==> config.mk <==
export PLATFORM = sky130hd
export DESIGN_NAME = u16550_rxfifo
export DESIGN_NICKNAME = d
export VERILOG_FILES = /design/src/rtl/u16550_pkg.sv /design/src/rtl/u16550_rxfifo.sv
export SDC_FILE = /design/constraint.sdc
export NUM_CORES = 1
export LEC_CHECK = 0
export ABC_AREA = 1
export ABC_CLOCK_PERIOD_IN_PS = 4350
export BUFFER_PORTS_ARGS = -buffer_cell sky130_fd_sc_hd__buf_2
export CAP_MARGIN = 40
export CORE_MARGIN = 5
export CORE_UTILIZATION = 65
export DETAILED_ROUTE_END_ITERATION = 8
export HOLD_SLACK_MARGIN = 0.05
export PLACE_DENSITY = 0.84
export SETUP_SLACK_MARGIN = 0.15
export SLEW_MARGIN = 20
export SYNTH_ARGS = -nofsm -noshare
export SYNTH_HDL_FRONTEND = slang
export SYNTH_SLANG_ARGS = --single-unit
export TNS_END_PERCENT = 10
==> constraint.sdc <==
create_clock -name i_clk -period 4.35 [get_ports i_clk]
set_input_delay 0.6525 -clock i_clk [delete_from_list [all_inputs] [get_ports i_clk]]
set_output_delay 0.6525 -clock i_clk [all_outputs]
set_load 0.005 [all_outputs]
==> src/rtl/u16550_pkg.sv <==
// Package for the 16550 UART register model: transfer payload types, register
// offsets, function codes, interrupt identification codes and the RX FIFO sizing.
// Used by every other file of the block.
package u16550_pkg;

    localparam int FIFO_DEPTH = 16;
    localparam int PTR_W = $clog2(FIFO_DEPTH);
    localparam int CNT_W = $clog2(FIFO_DEPTH + 1);

    localparam logic [1:0] FUNC_READ  = 2'd0;
    localparam logic [1:0] FUNC_WRITE = 2'd1;
    localparam logic [1:0] FUNC_LINE  = 2'd2;

    localparam logic [2:0] REG_RBR = 3'd0;
    localparam logic [2:0] REG_IER = 3'd1;
    localparam logic [2:0] REG_IIR = 3'd2;
    localparam logic [2:0] REG_LCR = 3'd3;
    localparam logic [2:0] REG_MCR = 3'd4;
    localparam logic [2:0] REG_LSR = 3'd5;
    localparam logic [2:0] REG_MSR = 3'd6;
    localparam logic [2:0] REG_SCR = 3'd7;

    localparam logic [3:0] IID_NONE = 4'h1;
    localparam logic [3:0] IID_RLS  = 4'h6;
    localparam logic [3:0] IID_RDA  = 4'h4;
    localparam logic [3:0] IID_THRE = 4'h2;
    localparam logic [3:0] IID_MS   = 4'h0;

    localparam logic [7:0] DLL_RESET = 8'h0C;
    localparam logic [7:0] LCR_RESET = 8'h03;
    localparam logic [7:0] LSR_FIXED = 8'h60;
    localparam logic [7:0] IIR_FEN   = 8'hC0;

    localparam logic [CNT_W-1:0] TRIG_1  = CNT_W'(1);
    localparam logic [CNT_W-1:0] TRIG_4  = CNT_W'(4);
    localparam logic [CNT_W-1:0] TRIG_8  = CNT_W'(8);
    localparam logic [CNT_W-1:0] TRIG_14 = CNT_W'(14);

    typedef struct packed {
        logic [1:0] func;
        logic [2:0] reg_offset;
        logic [7:0] write_data;
        logic [7:0] line_byte;
    } t_in_item;

    typedef struct packed {
        logic [7:0] read_data;
        logic       tx_valid;
        logic [7:0] tx_byte;
        logic       line_taken;
        logic       irq_out;
    } t_out_item;

    typedef struct packed {
        logic       push;
        logic       pop;
        logic       clear;
        logic [7:0] push_data;
    } t_fifo_ctl;

    typedef struct packed {
        logic [CNT_W-1:0] count;
        logic [CNT_W-1:0] next_count;
        logic [7:0]       head_data;
    } t_fifo_stat;

    function automatic logic [7:0] iir_value(
        input logic [3:0] ier,
        input logic       overrun,
        input logic       rda,
        input logic       thre,
        input logic       ms_delta,
        input logic       fifo_on
    );
        logic [3:0] id;
        priority if (ier[2] && overrun) begin
            id = IID_RLS;
        end else if (ier[0] && rda) begin
            id = IID_RDA;
        end else if (ier[1] && thre) begin
            id = IID_THRE;
        end else if (ier[3] && ms_delta) begin
            id = IID_MS;
        end else begin
            id = IID_NONE;
        end
        return {4'h0, id} | (fifo_on ? IIR_FEN : 8'h00);
    endfunction

    function automatic logic [CNT_W-1:0] trigger_level(
        input logic       fifo_on,
        input logic [1:0] sel
    );
        logic [CNT_W-1:0] lvl;
        if (!fifo_on) begin
            lvl = TRIG_1;
        end else begin
            unique case (sel)
                2'd0:    lvl = TRIG_1;
                2'd1:    lvl = TRIG_4;
                2'd2:    lvl = TRIG_8;
                default: lvl = TRIG_14;
            endcase
        end
        return lvl;
    endfunction

endpackage

==> src/rtl/u16550_rxfifo.sv <==
// Receive FIFO of the 16550 UART register model: storage, head and tail pointers
// and fill count. Depends on u16550_pkg.
module u16550_rxfifo import u16550_pkg::*; (
    input  logic       i_clk,
    input  logic       i_rst_n,
    input  t_fifo_ctl  i_ctl,
    output t_fifo_stat o_stat
);

    logic [7:0]       r_store [FIFO_DEPTH];
    logic [PTR_W-1:0] r_head, n_head;
    logic [PTR_W-1:0] r_tail, n_tail;
    logic [CNT_W-1:0] r_count, n_count;
    logic [7:0]       r_head_data;
    logic             push_ok;
    logic             pop_ok;

    always_comb begin
        push_ok = i_ctl.push && (r_count < CNT_W'(FIFO_DEPTH));
        pop_ok  = i_ctl.pop && (r_count != '0);
        n_head  = r_head;
        n_tail  = r_tail;
        n_count = r_count;
        if (i_ctl.clear) begin
            n_head  = '0;
            n_tail  = '0;
            n_count = '0;
        end else if (push_ok) begin
            n_tail  = (r_tail == PTR_W'(FIFO_DEPTH - 1)) ? '0 : r_tail + 1'b1;
            n_count = r_count + 1'b1;
        end else if (pop_ok) begin
            n_head  = (r_head == PTR_W'(FIFO_DEPTH - 1)) ? '0 : r_head + 1'b1;
            n_count = r_count - 1'b1;
        end
    end

    always_ff @(posedge i_clk) begin
        if (!i_rst_n) begin
            r_head  <= '0;
            r_tail  <= '0;
            r_count <= '0;
        end else begin
            r_head  <= n_head;
            r_tail  <= n_tail;
            r_count <= n_count;
        end
    end

    // The head byte is registered from the next head pointer; a push into an empty FIFO
    // lands at the new head and is forwarded.
    always_ff @(posedge i_clk) begin
        if (push_ok && !i_ctl.clear) begin
            r_store[r_tail] <= i_ctl.push_data;
        end
        if (push_ok && !i_ctl.clear && r_tail == n_head) begin
            r_head_data <= i_ctl.push_data;
        end else begin
            r_head_data <= r_store[n_head];
        end
    end

    assign o_stat.count      = r_count;
    assign o_stat.next_count = n_count;
    assign o_stat.head_data  = r_head_data;

endmodule

==> results.md <==
- Cells after Synth: about 560
- HP Class: in2reg
- Outcome: finished clean
- Residual DRC: 0
- Initial Utilization: 65.6%
- Skew-Pair Late Insertion Delay: between 0.5 and 0.6 ns
- CP Launch Type: register
- DR pass1 iterations: 5
- Via count: between 4k and 5k
- Period utilization: slightly above 70%
- WP data arrival: between 2 and 2.5 ns
- Unrepaired setup endpoints after global routing: no
- Worst Skew: 0.00704 ns
- P_int: roughly 2600 µW
- Fmax: 0.323 GHz
- Die height: between 100 and 150 µm
- FF+latch count, synth: 145
- Comb power frac: ~4.8%
- CTS max path bufs: 2
- P_leak: approximately 0.0028 µW
- Avg WL per Cell: approximately 18 µm
- Post_cts resized: 0
- Switch Pwr: approximately 640 µW
- R2R depth: 6
- Hold path cells: 3
- Peak VDD IR: 0.301 mV
- Fillers: between 500 and 600
- Die Footprint: 11800 µm²
- PortBufs: 30
- Share of layout cells above drive strength 1: approximately 18%
- Syn_nets: between 500 and 600
- Max-slew violations: 0
- Final Hold Viols: 0
- Clock root cell: clkbuf_8
- Avg Inst Size Synth: approximately 11 µm²
- CP peak stage delay: approximately 0.84 ns
- Sequential area share after synthesis: about two thirds
- Top Ports: 31
- Slew margin rel.: a little under half
- R2R Path Start: r_count[4]
- First-pass GRT wire length: between 20000 and 25000 µm
- Post-synthesis cell area: approximately 6300 µm²
- Antenna Violating Nets Remaining: 0
- NumNets Final: a little over 600
- R2R Setup Slk: 2.49 ns
- CTS Hold Bufs: 0
- Critical path depth in cells: 5
- Die Width: approximately 110 µm
- Yosys warning total: 0
- Worst Hold End: r_count[2]
- Core area: 9590 µm²
- Vias per Instance: roughly 5.8
- PwrDens: about 450 nW/µm²
- Sinks on Clock Net: around 150
- Top delay family on crit path: flip-flops
- Max-cap viol count: 0
- Pin count of the biggest net entering global routing: 85
- Buf/Inv on CP: 2
- Switching power share of the total: between 15 and 20%
- Final wirelength: about 14000 µm
- Critical Path Most Common Cell: nand3_1
- Yosys cell types: 31
- Initial antenna violation count: 1
- Dpl ws: around 1.8 ns
- Crit path required time: 3.70 ns
- CP Cell Sequence: inv_1 -> nand3_1 -> nand3_1 -> nand2_1 -> buf_2
- TritonCTS Buffers: 17
- Clock network fraction of total power: between 40% and 50%
- Hold path start: i_rst_n
- Total GRT Usage: 24.6%
- CP endpoint kind: output port
- Dpl hpwl: 8730 µm
- CP max FO: 17
- Fin Setup TNS: 0 ns
- Post-CTS setup buffers: 0
- H-tree levels: 4
- Vias in the first global route: 4124
- Worst R2R End: r_store[10][0]
- Tightest Pin Transition: around 0.80 ns
- Area Growth Syn to Fin: 15.9%
- Reg clk slew, reported paths: about 0.060 ns
- DRT iter0 DRCs: ~530
- CTS tree: built
- Sequential share of power: between 40 and 50%
- GRT overflow: 0
- Row cnt: 36
- Routability cong.: about 0.79
- Critical-path top delay cell: dfxtp_1
- Fin worst setup slack: about 1.3 ns
- Critical Setup Path Class: reg2out
- Crit path time final: 3.10 ns
- Endpoints failing setup: 0
## state kept, by name (all words and copies together), names as in the netlist, named ones only
name,count
r_head,4
r_tail,4
r_store,128
r_count,5
## final cells by class
class | count | area [µm²] | share of cell area [%]
Antenna cell | 1 | 2.50 | 0.0343
Clock inverter | 14 | 218 | 2.99
Multi-Input combinational cell | 295 | 1630 | 22.3
Clock buffer | 18 | 418 | 5.73
Sequential cell | 145 | 4190 | 57.4
Inverter | 89 | 334 | 4.58
Tap cell | 133 | 166 | 2.28
Timing Repair Buffer | 49 | 337 | 4.62
## worst max path at each step
| stage | from | end |
|---|---|---|
| finish | register | o_stat[6] |
| global route | register | o_stat[6] |
| CTS | register | o_stat[1] |
| detailed placement | register | o_stat[4] |
| global placement | register | o_stat[3] |
| floorplan | i_ctl[8] | o_stat[9] |
## per-layer routing
layer | GRT usage, % | share of wire [%] | routed length, µm | up-vias
li1 | - | - | - | 2003
met1 | 30.3 | 39 | 5350 | 2050
met2 | 41.0 | 51 | 7050 | 194
met3 | 6.21 | 6.9 | 951 | 41
met4 | 11.1 | 2.8 | 386 | 0
met5 | 0 | 0 | 0 | -
## cells in the mapped netlist
| cell | number | area share, % |
|---|---|---|
| a21o_1 | 1 | 0.12 |
| a21oi_1 | 36 | 2.9 |
| buf_1 | 1 | 0.060 |
| buf_2 | 16 | 1.3 |
| buf_4 | 1 | 0.12 |
| buf_6 | 5 | 0.89 |
| clkbuf_1 | 4 | 0.24 |
| clkinv_1 | 1 | 0.060 |
| dfxtp_1 | 17 | 5.4 |
| edfxtp_1 | 128 | 61 |
| ha_1 | 7 | 1.4 |
| inv_1 | 84 | 5.0 |
| inv_2 | 4 | 0.24 |
| nand2_1 | 66 | 3.9 |
| nand2_2 | 2 | 0.20 |
| nand2_4 | 2 | 0.36 |
| nand3_1 | 58 | 4.6 |
| nand3_2 | 1 | 0.16 |
| nand4_1 | 1 | 0.099 |
| nor2_1 | 30 | 1.8 |
| nor2_2 | 1 | 0.099 |
| nor2_4 | 1 | 0.18 |
| nor3_1 | 5 | 0.40 |
| nor3_2 | 5 | 0.80 |
| o211ai_1 | 22 | 2.6 |
| o211ai_2 | 10 | 2.0 |
| o21ai_0 | 37 | 2.9 |
| o21ai_1 | 5 | 0.40 |
| o21bai_1 | 1 | 0.12 |
| xnor2_1 | 1 | 0.14 |
| xor2_1 | 3 | 0.42 |
## per-stage QoR
step                total power [µW]  cell area [µm²]  utilization (%)  hold WS (ns)  std cells
finish                          3250             7290             76.0         0.443        744
global route                    3360             7290             76.0         0.441        744
global placement                1710             6480             67.6         0.507        694
floorplan                       1660             6290                -         0.486        556
CTS                             3260             7240             75.4         0.416        739
detailed placement              1720             6600             68.8         0.542        707
## worst register-to-register path: stages (launching register included)
cell     delay [ns]
dfxtp_1        0.33
inv_2          0.09
nand2_4        0.09
inv_2          0.16
nand2_1        0.15
nor2_1         0.47
buf_4          0.27
## kinds of logic after synthesis
logic type / Yosys count / share of synthesized area (%)
simple gates: 172 / 12.6
fa+ha+maj: 7 / 1.39
buf+inv: 116 / 7.89
flops: 145 / 66.5
compound gates: 112 / 11.1
xor+xnor: 4 / 0.557
## cells in the final DEF, fill, tap and decap left out, types with 5 or more instances in the layout
cell type  synthesis  final
edfxtp_1         128    128
nor2_1            30     30
nand2_1           66     66
clkbuf_16          0     16
nand3_1           58     58
inv_1             84     84
o211ai_2          10     10
ha_1               7      7
buf_2             16     30
dfxtp_1           17     15
nor3_2             5      8
o211ai_1          22     22
buf_4              1     16
a21oi_1           36     36
o21ai_0           37     37
bufinv_16          0      6
o21ai_1            5      5
clkinv_1           1      5
## power groups by stage
stage | Sequential [µW] | Clock (µW) | Combinational [µW]
3_5_place_dp | 1570 | 0 | 149
6_report | 1540 | 1560 | 157
3_3_place_gp | 1580 | 0 | 131
4_1_cts | 1540 | 1560 | 151
2_1_floorplan | 1560 | 0 | 106
5_1_grt | 1540 | 1640 | 174
Note: power is estimated with default switching activity, not from simulation.
