File: src/rtl/u16550_pkg.sv
// Package for the 16550 UART register model: transfer payload types, register
// offsets, function codes, interrupt identification codes and the RX FIFO sizing.
// Used by every other file of the block.
package u16550_pkg;

    localparam int FIFO_DEPTH = 16;
    localparam int PTR_W = $clog2(FIFO_DEPTH);
    localparam int CNT_W = $clog2(FIFO_DEPTH + 1);

    localparam logic [1:0] FUNC_READ  = 2'd0;
    localparam logic [1:0] FUNC_WRITE = 2'd1;
    localparam logic [1:0] FUNC_LINE  = 2'd2;

    localparam logic [2:0] REG_RBR = 3'd0;
    localparam logic [2:0] REG_IER = 3'd1;
    localparam logic [2:0] REG_IIR = 3'd2;
    localparam logic [2:0] REG_LCR = 3'd3;
    localparam logic [2:0] REG_MCR = 3'd4;
    localparam logic [2:0] REG_LSR = 3'd5;
    localparam logic [2:0] REG_MSR = 3'd6;
    localparam logic [2:0] REG_SCR = 3'd7;

    localparam logic [3:0] IID_NONE = 4'h1;
    localparam logic [3:0] IID_RLS  = 4'h6;
    localparam logic [3:0] IID_RDA  = 4'h4;
    localparam logic [3:0] IID_THRE = 4'h2;
    localparam logic [3:0] IID_MS   = 4'h0;

    localparam logic [7:0] DLL_RESET = 8'h0C;
    localparam logic [7:0] LCR_RESET = 8'h03;
    localparam logic [7:0] LSR_FIXED = 8'h60;
    localparam logic [7:0] IIR_FEN   = 8'hC0;

    localparam logic [CNT_W-1:0] TRIG_1  = CNT_W'(1);
    localparam logic [CNT_W-1:0] TRIG_4  = CNT_W'(4);
    localparam logic [CNT_W-1:0] TRIG_8  = CNT_W'(8);
    localparam logic [CNT_W-1:0] TRIG_14 = CNT_W'(14);

    typedef struct packed {
        logic [1:0] func;
        logic [2:0] reg_offset;
        logic [7:0] write_data;
        logic [7:0] line_byte;
    } t_in_item;

    typedef struct packed {
        logic [7:0] read_data;
        logic       tx_valid;
        logic [7:0] tx_byte;
        logic       line_taken;
        logic       irq_out;
    } t_out_item;

    typedef struct packed {
        logic       push;
        logic       pop;
        logic       clear;
        logic [7:0] push_data;
    } t_fifo_ctl;

    typedef struct packed {
        logic [CNT_W-1:0] count;
        logic [CNT_W-1:0] next_count;
        logic [7:0]       head_data;
    } t_fifo_stat;

    function automatic logic [7:0] iir_value(
        input logic [3:0] ier,
        input logic       overrun,
        input logic       rda,
        input logic       thre,
        input logic       ms_delta,
        input logic       fifo_on
    );
        logic [3:0] id;
        priority if (ier[2] && overrun) begin
            id = IID_RLS;
        end else if (ier[0] && rda) begin
            id = IID_RDA;
        end else if (ier[1] && thre) begin
            id = IID_THRE;
        end else if (ier[3] && ms_delta) begin
            id = IID_MS;
        end else begin
            id = IID_NONE;
        end
        return {4'h0, id} | (fifo_on ? IIR_FEN : 8'h00);
    endfunction

    function automatic logic [CNT_W-1:0] trigger_level(
        input logic       fifo_on,
        input logic [1:0] sel
    );
        logic [CNT_W-1:0] lvl;
        if (!fifo_on) begin
            lvl = TRIG_1;
        end else begin
            unique case (sel)
                2'd0:    lvl = TRIG_1;
                2'd1:    lvl = TRIG_4;
                2'd2:    lvl = TRIG_8;
                default: lvl = TRIG_14;
            endcase
        end
        return lvl;
    endfunction

endpackage

File: src/rtl/u16550_regs.sv
// Register file and per-transfer update logic of the 16550 UART register model.
// Depends on u16550_pkg; drives the RX FIFO controls and forms the result.
module u16550_regs import u16550_pkg::*; (
    input  logic       i_clk,
    input  logic       i_rst_n,
    input  logic       i_go,
    input  t_in_item   i_item,
    input  t_fifo_stat i_fifo,
    output t_fifo_ctl  o_fifo,
    output t_out_item  o_result
);

    logic [7:0] r_dll, n_dll;
    logic [7:0] r_dlm, n_dlm;
    logic [3:0] r_ier, n_ier;
    logic [7:0] r_lcr, n_lcr;
    logic [4:0] r_mcr, n_mcr;
    logic [7:0] r_msr, n_msr;
    logic [7:0] r_scr, n_scr;
    logic [7:0] r_fcr, n_fcr;
    logic       r_fifo_on, n_fifo_on;
    logic       r_thre, n_thre;
    logic       r_overrun, n_overrun;

    logic       dlab;
    logic       full;
    logic [7:0] cur_iir;
    logic [7:0] next_iir;
    logic [3:0] mirror;
    logic       push, pop, clear;

    always_comb begin
        dlab    = r_lcr[7];
        full    = (i_fifo.count >= CNT_W'(FIFO_DEPTH));
        cur_iir = iir_value(r_ier, r_overrun,
                            i_fifo.count >= trigger_level(r_fifo_on, r_fcr[7:6]),
                            r_thre, r_msr[3:0] != 4'h0, r_fifo_on);
        mirror  = {i_item.write_data[3], i_item.write_data[2],
                   i_item.write_data[0], i_item.write_data[1]};

        n_dll     = r_dll;
        n_dlm     = r_dlm;
        n_ier     = r_ier;
        n_lcr     = r_lcr;
        n_mcr     = r_mcr;
        n_msr     = r_msr;
        n_scr     = r_scr;
        n_fcr     = r_fcr;
        n_fifo_on = r_fifo_on;
        n_thre    = r_thre;
        n_overrun = r_overrun;
        push      = 1'b0;
        pop       = 1'b0;
        clear     = 1'b0;
        o_result  = '0;

        unique case (i_item.func)
            FUNC_READ: begin
                unique case (i_item.reg_offset)
                    REG_RBR: begin
                        if (dlab) begin
                            o_result.read_data = r_dll;
                        end else begin
                            pop = 1'b1;
                            o_result.read_data = (i_fifo.count != '0) ? i_fifo.head_data
                                                                      : 8'h00;
                        end
                    end
                    REG_IER: o_result.read_data = dlab ? r_dlm : {4'h0, r_ier};
                    REG_IIR: begin
                        o_result.read_data = cur_iir;
                        if (cur_iir[3:0] == IID_THRE) begin
                            n_thre = 1'b0;
                        end
                    end
                    REG_LCR: o_result.read_data = r_lcr;
                    REG_MCR: o_result.read_data = {3'h0, r_mcr};
                    REG_LSR: begin
                        o_result.read_data = LSR_FIXED | {6'h0, r_overrun,
                                                          i_fifo.count != '0};
                        n_overrun = 1'b0;
                    end
                    REG_MSR: begin
                        o_result.read_data = r_msr;
                        n_msr = {r_msr[7:4], 4'h0};
                    end
                    REG_SCR: o_result.read_data = r_scr;
                    default: o_result.read_data = 8'h00;
                endcase
            end
            FUNC_WRITE: begin
                unique case (i_item.reg_offset)
                    REG_RBR: begin
                        if (dlab) begin
                            n_dll = i_item.write_data;
                        end else begin
                            if (r_mcr[4]) begin
                                push = 1'b1;
                                if (full) begin
                                    n_overrun = 1'b1;
                                end
                            end else begin
                                o_result.tx_valid = 1'b1;
                                o_result.tx_byte  = i_item.write_data;
                            end
                            n_thre = 1'b1;
                        end
                    end
                    REG_IER: begin
                        if (dlab) begin
                            n_dlm = i_item.write_data;
                        end else begin
                            n_ier = i_item.write_data[3:0];
                            if (i_item.write_data[1]) begin
                                n_thre = 1'b1;
                            end
                        end
                    end
                    REG_IIR: begin
                        n_fcr     = i_item.write_data;
                        n_fifo_on = i_item.write_data[0];
                        clear     = (i_item.write_data[0] && !r_fifo_on)
                                    || i_item.write_data[1];
                    end
                    REG_LCR: n_lcr = i_item.write_data;
                    REG_MCR: begin
                        n_mcr = i_item.write_data[4:0];
                        if (i_item.write_data[4]) begin
                            n_msr = {mirror, r_msr[3:0] | (r_msr[7:4] ^ mirror)};
                        end
                    end
                    REG_SCR: n_scr = i_item.write_data;
                    default: begin
                    end
                endcase
            end
            FUNC_LINE: begin
                push = 1'b1;
                o_result.line_taken = !full;
            end
            default: begin
            end
        endcase

        next_iir = iir_value(n_ier, n_overrun,
                             i_fifo.next_count >= trigger_level(n_fifo_on, n_fcr[7:6]),
                             n_thre, n_msr[3:0] != 4'h0, n_fifo_on);
        o_result.irq_out = !next_iir[0];

        o_fifo.push  = i_go && push;
        o_fifo.pop   = i_go && pop;
        o_fifo.clear = i_go && clear;
        o_fifo.push_data = (i_item.func == FUNC_LINE) ? i_item.line_byte
                                                      : i_item.write_data;
    end

    always_ff @(posedge i_clk) begin
        if (!i_rst_n) begin
            r_dll     <= DLL_RESET;
            r_dlm     <= '0;
            r_ier     <= '0;
            r_lcr     <= LCR_RESET;
            r_mcr     <= '0;
            r_msr     <= '0;
            r_scr     <= '0;
            r_fcr     <= '0;
            r_fifo_on <= 1'b0;
            r_thre    <= 1'b0;
            r_overrun <= 1'b0;
        end else if (i_go) begin
            r_dll     <= n_dll;
            r_dlm     <= n_dlm;
            r_ier     <= n_ier;
            r_lcr     <= n_lcr;
            r_mcr     <= n_mcr;
            r_msr     <= n_msr;
            r_scr     <= n_scr;
            r_fcr     <= n_fcr;
            r_fifo_on <= n_fifo_on;
            r_thre    <= n_thre;
            r_overrun <= n_overrun;
        end
    end

endmodule
File: config.mk
export PLATFORM = sky130hd
export DESIGN_NAME = u16550_regs
export DESIGN_NICKNAME = d
export VERILOG_FILES = /design/src/rtl/u16550_pkg.sv /design/src/rtl/u16550_regs.sv
export SDC_FILE = /design/constraint.sdc
export NUM_CORES = 1
export LEC_CHECK = 0
export ABC_AREA = 1
export BUFFER_PORTS_ARGS = -buffer_cell sky130_fd_sc_hd__buf_2
export CAP_MARGIN = 15
export CORE_AREA = 3 3 96 98
export CTS_BUF_LIST = sky130_fd_sc_hd__clkbuf_2 sky130_fd_sc_hd__clkbuf_4 sky130_fd_sc_hd__clkbuf_8
export CTS_CLUSTER_DIAMETER = 80
export DETAILED_ROUTE_END_ITERATION = 10
export DIE_AREA = 0 0 99 101
export HOLD_SLACK_MARGIN = 0.06
export PLACE_DENSITY = 0.66
export SLEW_MARGIN = 20
export SYNTH_ARGS = -nofsm -noshare
export SYNTH_HDL_FRONTEND = slang
export SYNTH_SLANG_ARGS = --single-unit
File: constraint.sdc
create_clock -name i_clk -period 4.5 [get_ports i_clk]
set_clock_uncertainty 0.1 [all_clocks]
set_input_delay 0.225 -clock i_clk [delete_from_list [all_inputs] [get_ports i_clk]]
set_output_delay 0.225 -clock i_clk [all_outputs]
set_load 0.01 [all_outputs]
==> out/results.md <==
| Quantity | Reported | Unit |
| --- | --- | --- |
| Synth Cell Area | 3360 | um^2 |
| Final estimated routing congestion in global placement | 0.997 | - |
| Initial core utilization | 39.2 | % |
| GR Util All Layers | 21.3 | % |
| Area after DPL | 3750 | um^2 |
| Antenna cell count | 0 | - |
| Number of antenna violations at the first check in global routing | 0 | - |
| Cells after synthesis | 496 | - |
| Required time of the worst setup path | 4180 | ps |
| Transition time of the tightest slew-check pin | 633 | ps |
| Drt pass-1 iters | 5 | - |
| Data arrival at the endpoint of the critical path | 2460 | ps |
| Post-place setup slack | 1730 | ps |
| Post-cts sizing count | 0 | - |
| Layout Nets | 612 | - |
| Die X | 99 | um |
| Number of top-level pins | 72 | - |
| CP endpoint kind | output pin | - |
| Buffers inserted by post-CTS timing repair | 0 | - |
| Max-slew violation count | 0 | - |
| Critical path fanouts, max | 6 | - |
| Area occupied by multi-input gates | 1900 | um^2 |
| Share of the clock period used by the worst path after layout | 61.8 | % |
| First-iteration detailed-routing DRC count | 299 | - |
| Synth warn | 0 | - |
| Power density normalized to cell area | 253 | nW/um^2 |
| Category of the most critical setup path | in -> out | - |
| Total Routed Length | 10.6 | mm |
| Largest net degree at the start of global routing | 39 | - |
| Core Region | 8550 | um^2 |
| Avg Synthesized Cell Area | 6.77 | um^2 |
| Run status | finished clean | - |
| Sink Count | 54 | - |
| Async set or reset register ratio after synthesis | 0 | % |
| Die ar. | 10000 | um^2 |
| Max rail drop VDD | 0.114 | mV |
| Minimum period implied by the final worst setup slack | 2780 | ps |
| Reported leakage power | 1.83 | nW |
| DIE HEIGHT | 101 | um |
| Setup TNS | 0 | ps |
| Detailed-route wire length per cell | 15.9 | um |
| Number of different library cells in the post-synthesis netlist | 41 | - |
| Synth Flop Type | sky130_fd_sc_hd__dfxtp_1 | - |
| Via count of the first global-routing pass | 3400 | - |
| Setup repair after global routing missed its margin | false | - |
| Root cell of the clock tree | sky130_fd_sc_hd__clkbuf_8 | - |
| DRC | 0 | - |
| Routed via count | 3580 | - |
| Maximum clock insertion buffer count | 2 | - |
| Std cell rows | 34 | - |
| Final HPWL DP | 8.18 | mm |
| Worst setup slack after layout | 1720 | ps |
| #FFs+latches synth | 54 | - |
| Final hold vios | 0 | - |
| Remaining antenna violation count after routing | 0 | - |
| Via/cell ratio | 5.37 | - |
| Clock latency at the later pin of the worst-skew pair | 320 | ps |
| GR Overflow Total | 0 | - |
| Sequential element share of the synthesized area | 32.2 | % |
| Number of failing setup endpoints in the final timing report | 0 | - |
| FMAX | 360 | MHz |
| Max Cap Viol | 0 | - |
| Share of layout cells above drive strength 1 | 20.4 | % |
| Clock-pin slew on the worst setup and hold paths | 110 | ps |
| CTS tree | done | - |
| Number of buffer cells added on primary ports | 71 | - |
| Kind of start point of the critical path | input port | - |
| Post-route cell area | 3850 | um^2 |
| Worst-case headroom to the max-slew limit | 57.8 | % |
| Inserted Clock Buffers | 5 | - |
| Sequential cell area | 1080 | um^2 |
| Syn-to-layout area delta | 14.7 | % |
| Filler Cells Inserted | 890 | - |
| Number of enable-type register cells in the synthesized netlist | 0 | - |
| First-pass GRT wire length | 17.0 | mm |
| CTS H-tree lvls | 2 | - |
| Mapped Nets | 550 | - |
| Type of the tightest min-delay check | in -> reg | - |
| Number of hold buffers added after cts | 0 | - |
-- layer usage --
metal / GRT usage, % / up-vias / wire length, um / part of all wire [%]
li1: - / 1786 / - / -
met1: 28.5 / 1619 / 4820 / 45
met2: 35.3 / 155 / 4850 / 46
met3: 2.70 / 20 / 737 / 6.9
met4: 7.67 / 0 / 225 / 2.1
met5: 0 / - / 0 / 0
-- final timing paths --
check                      to       start  depth (start not counted)  slack [ps]
hold reg to reg      r_mcr[3]    r_mcr[3]                          2         370
hold / removal       r_mcr[4]  i_item[12]                          3         100
setup reg to reg     r_dlm[4]    r_lcr[7]                          6        2450
setup / recovery  o_result[0]  i_item[18]                         17        1720
-- worst max-delay path, stage by stage --
cell	delay, ps
sky130_fd_sc_hd__buf_2	140
sky130_fd_sc_hd__inv_2	120
sky130_fd_sc_hd__nand3_1	160
sky130_fd_sc_hd__inv_1	240
sky130_fd_sc_hd__nand2_4	110
sky130_fd_sc_hd__o21ai_1	250
sky130_fd_sc_hd__o21ai_0	130
sky130_fd_sc_hd__ha_1	280
sky130_fd_sc_hd__inv_1	50
sky130_fd_sc_hd__nand2_1	40
sky130_fd_sc_hd__a21oi_1	120
sky130_fd_sc_hd__nor2_1	50
sky130_fd_sc_hd__o21ai_0	150
sky130_fd_sc_hd__a21oi_1	100
sky130_fd_sc_hd__nor2_1	110
sky130_fd_sc_hd__nand2_1	50
sky130_fd_sc_hd__buf_2	130
-- power by group --
part | total, mW | internal [mW] | leakage [nW] | switching [mW]
Clock | 0.301 | 0.117 | 0.0506 | 0.184
Combinational | 0.174 | 0.0592 | 1.34 | 0.115
Sequential | 0.497 | 0.488 | 0.438 | 0.00928
-- layout make-up --
type                    count  share of cell area (%)
well taps                 108                    3.51
clock buffers               5                    1.79
flip-flops and latches     54                    28.1
inverters                  72                    7.25
repair buffers             71                    9.24
multi-input cells         354                    49.4
clock inverters             3                   0.748
-- synthesized netlist by cell type (3+ instances only) --
cell / n / area (um^2)
sky130_fd_sc_hd__o21ai_2: 6 / 52.6
sky130_fd_sc_hd__clkbuf_1: 9 / 33.8
sky130_fd_sc_hd__a31oi_1: 4 / 25.0
sky130_fd_sc_hd__nand3_1: 11 / 55.1
sky130_fd_sc_hd__inv_2: 3 / 11.3
sky130_fd_sc_hd__inv_1: 63 / 236
sky130_fd_sc_hd__a21oi_1: 69 / 345
sky130_fd_sc_hd__o21ai_0: 68 / 340
sky130_fd_sc_hd__nand3_2: 4 / 40.0
sky130_fd_sc_hd__a211oi_1: 5 / 37.5
sky130_fd_sc_hd__clkinv_1: 3 / 11.3
sky130_fd_sc_hd__nand4_1: 4 / 25.0
sky130_fd_sc_hd__nor2_1: 31 / 116
sky130_fd_sc_hd__dfxtp_1: 54 / 1080
sky130_fd_sc_hd__nand2_1: 93 / 349
sky130_fd_sc_hd__nor2_2: 3 / 18.8
sky130_fd_sc_hd__ha_1: 12 / 150
sky130_fd_sc_hd__nand2_4: 3 / 33.8
sky130_fd_sc_hd__o211ai_1: 9 / 67.6
sky130_fd_sc_hd__nor2_4: 5 / 56.3
sky130_fd_sc_hd__o21ai_1: 6 / 30.0
sky130_fd_sc_hd__buf_6: 4 / 45.0
sky130_fd_sc_hd__nor3_1: 4 / 20.0
-- state kept, by name (all words and copies together), names as in the netlist --
| signal | cells |
|---|---|
| r_scr | 8 |
| r_ier | 4 |
| r_fcr | 2 |
| r_fifo_on | 1 |
| r_overrun | 1 |
| r_thre | 1 |
| r_dll | 8 |
| r_lcr | 8 |
| r_msr | 8 |
| r_mcr | 5 |
| r_dlm | 8 |
-- cells by family (layout without fill, tap and decap cells) --
family          Yosys count  after routing  synth area share (%)
buf+inv                  88            151                  11.2
simple gates            166            166                  23.1
compound gates          176            176                  29.0
fa+ha+maj                12             12                  4.47
flops                    54             54                  32.2
-- stage by stage --
step           hold WS [ps]  instances  total power, mW  util [%]
6_report                105        667            0.973      45.0
2_1_floorplan           289        496            0.614         -
5_1_grt                 129        667             1.02      45.0
3_5_place_dp            354        659            0.681      43.9
4_1_cts                 101        667            0.978      45.0
3_3_place_gp            354        659            0.677      43.9
-- cell usage in the layout (no fill, tap or decap), types with 3 or more instances in the layout --
master                     count
sky130_fd_sc_hd__nor2_2        3
sky130_fd_sc_hd__o211ai_1      9
sky130_fd_sc_hd__o21ai_0      68
sky130_fd_sc_hd__ha_1         12
sky130_fd_sc_hd__a21oi_1      69
sky130_fd_sc_hd__a31oi_1       4
sky130_fd_sc_hd__nand2_1      93
sky130_fd_sc_hd__nand3_1      11
sky130_fd_sc_hd__nor2_1       31
sky130_fd_sc_hd__nand4_1       4
sky130_fd_sc_hd__nand2_4       3
sky130_fd_sc_hd__a211oi_1      5
sky130_fd_sc_hd__o21ai_2       6
sky130_fd_sc_hd__clkbuf_8      5
sky130_fd_sc_hd__buf_2        71
sky130_fd_sc_hd__dfxtp_1      54
sky130_fd_sc_hd__clkinv_1      3
sky130_fd_sc_hd__o21ai_1       6
sky130_fd_sc_hd__nor3_1        4
sky130_fd_sc_hd__inv_1        63
sky130_fd_sc_hd__nand3_2       4
sky130_fd_sc_hd__nor2_4        5
sky130_fd_sc_hd__inv_2         3
No activity file was read; power rests on OpenSTA's default activity.
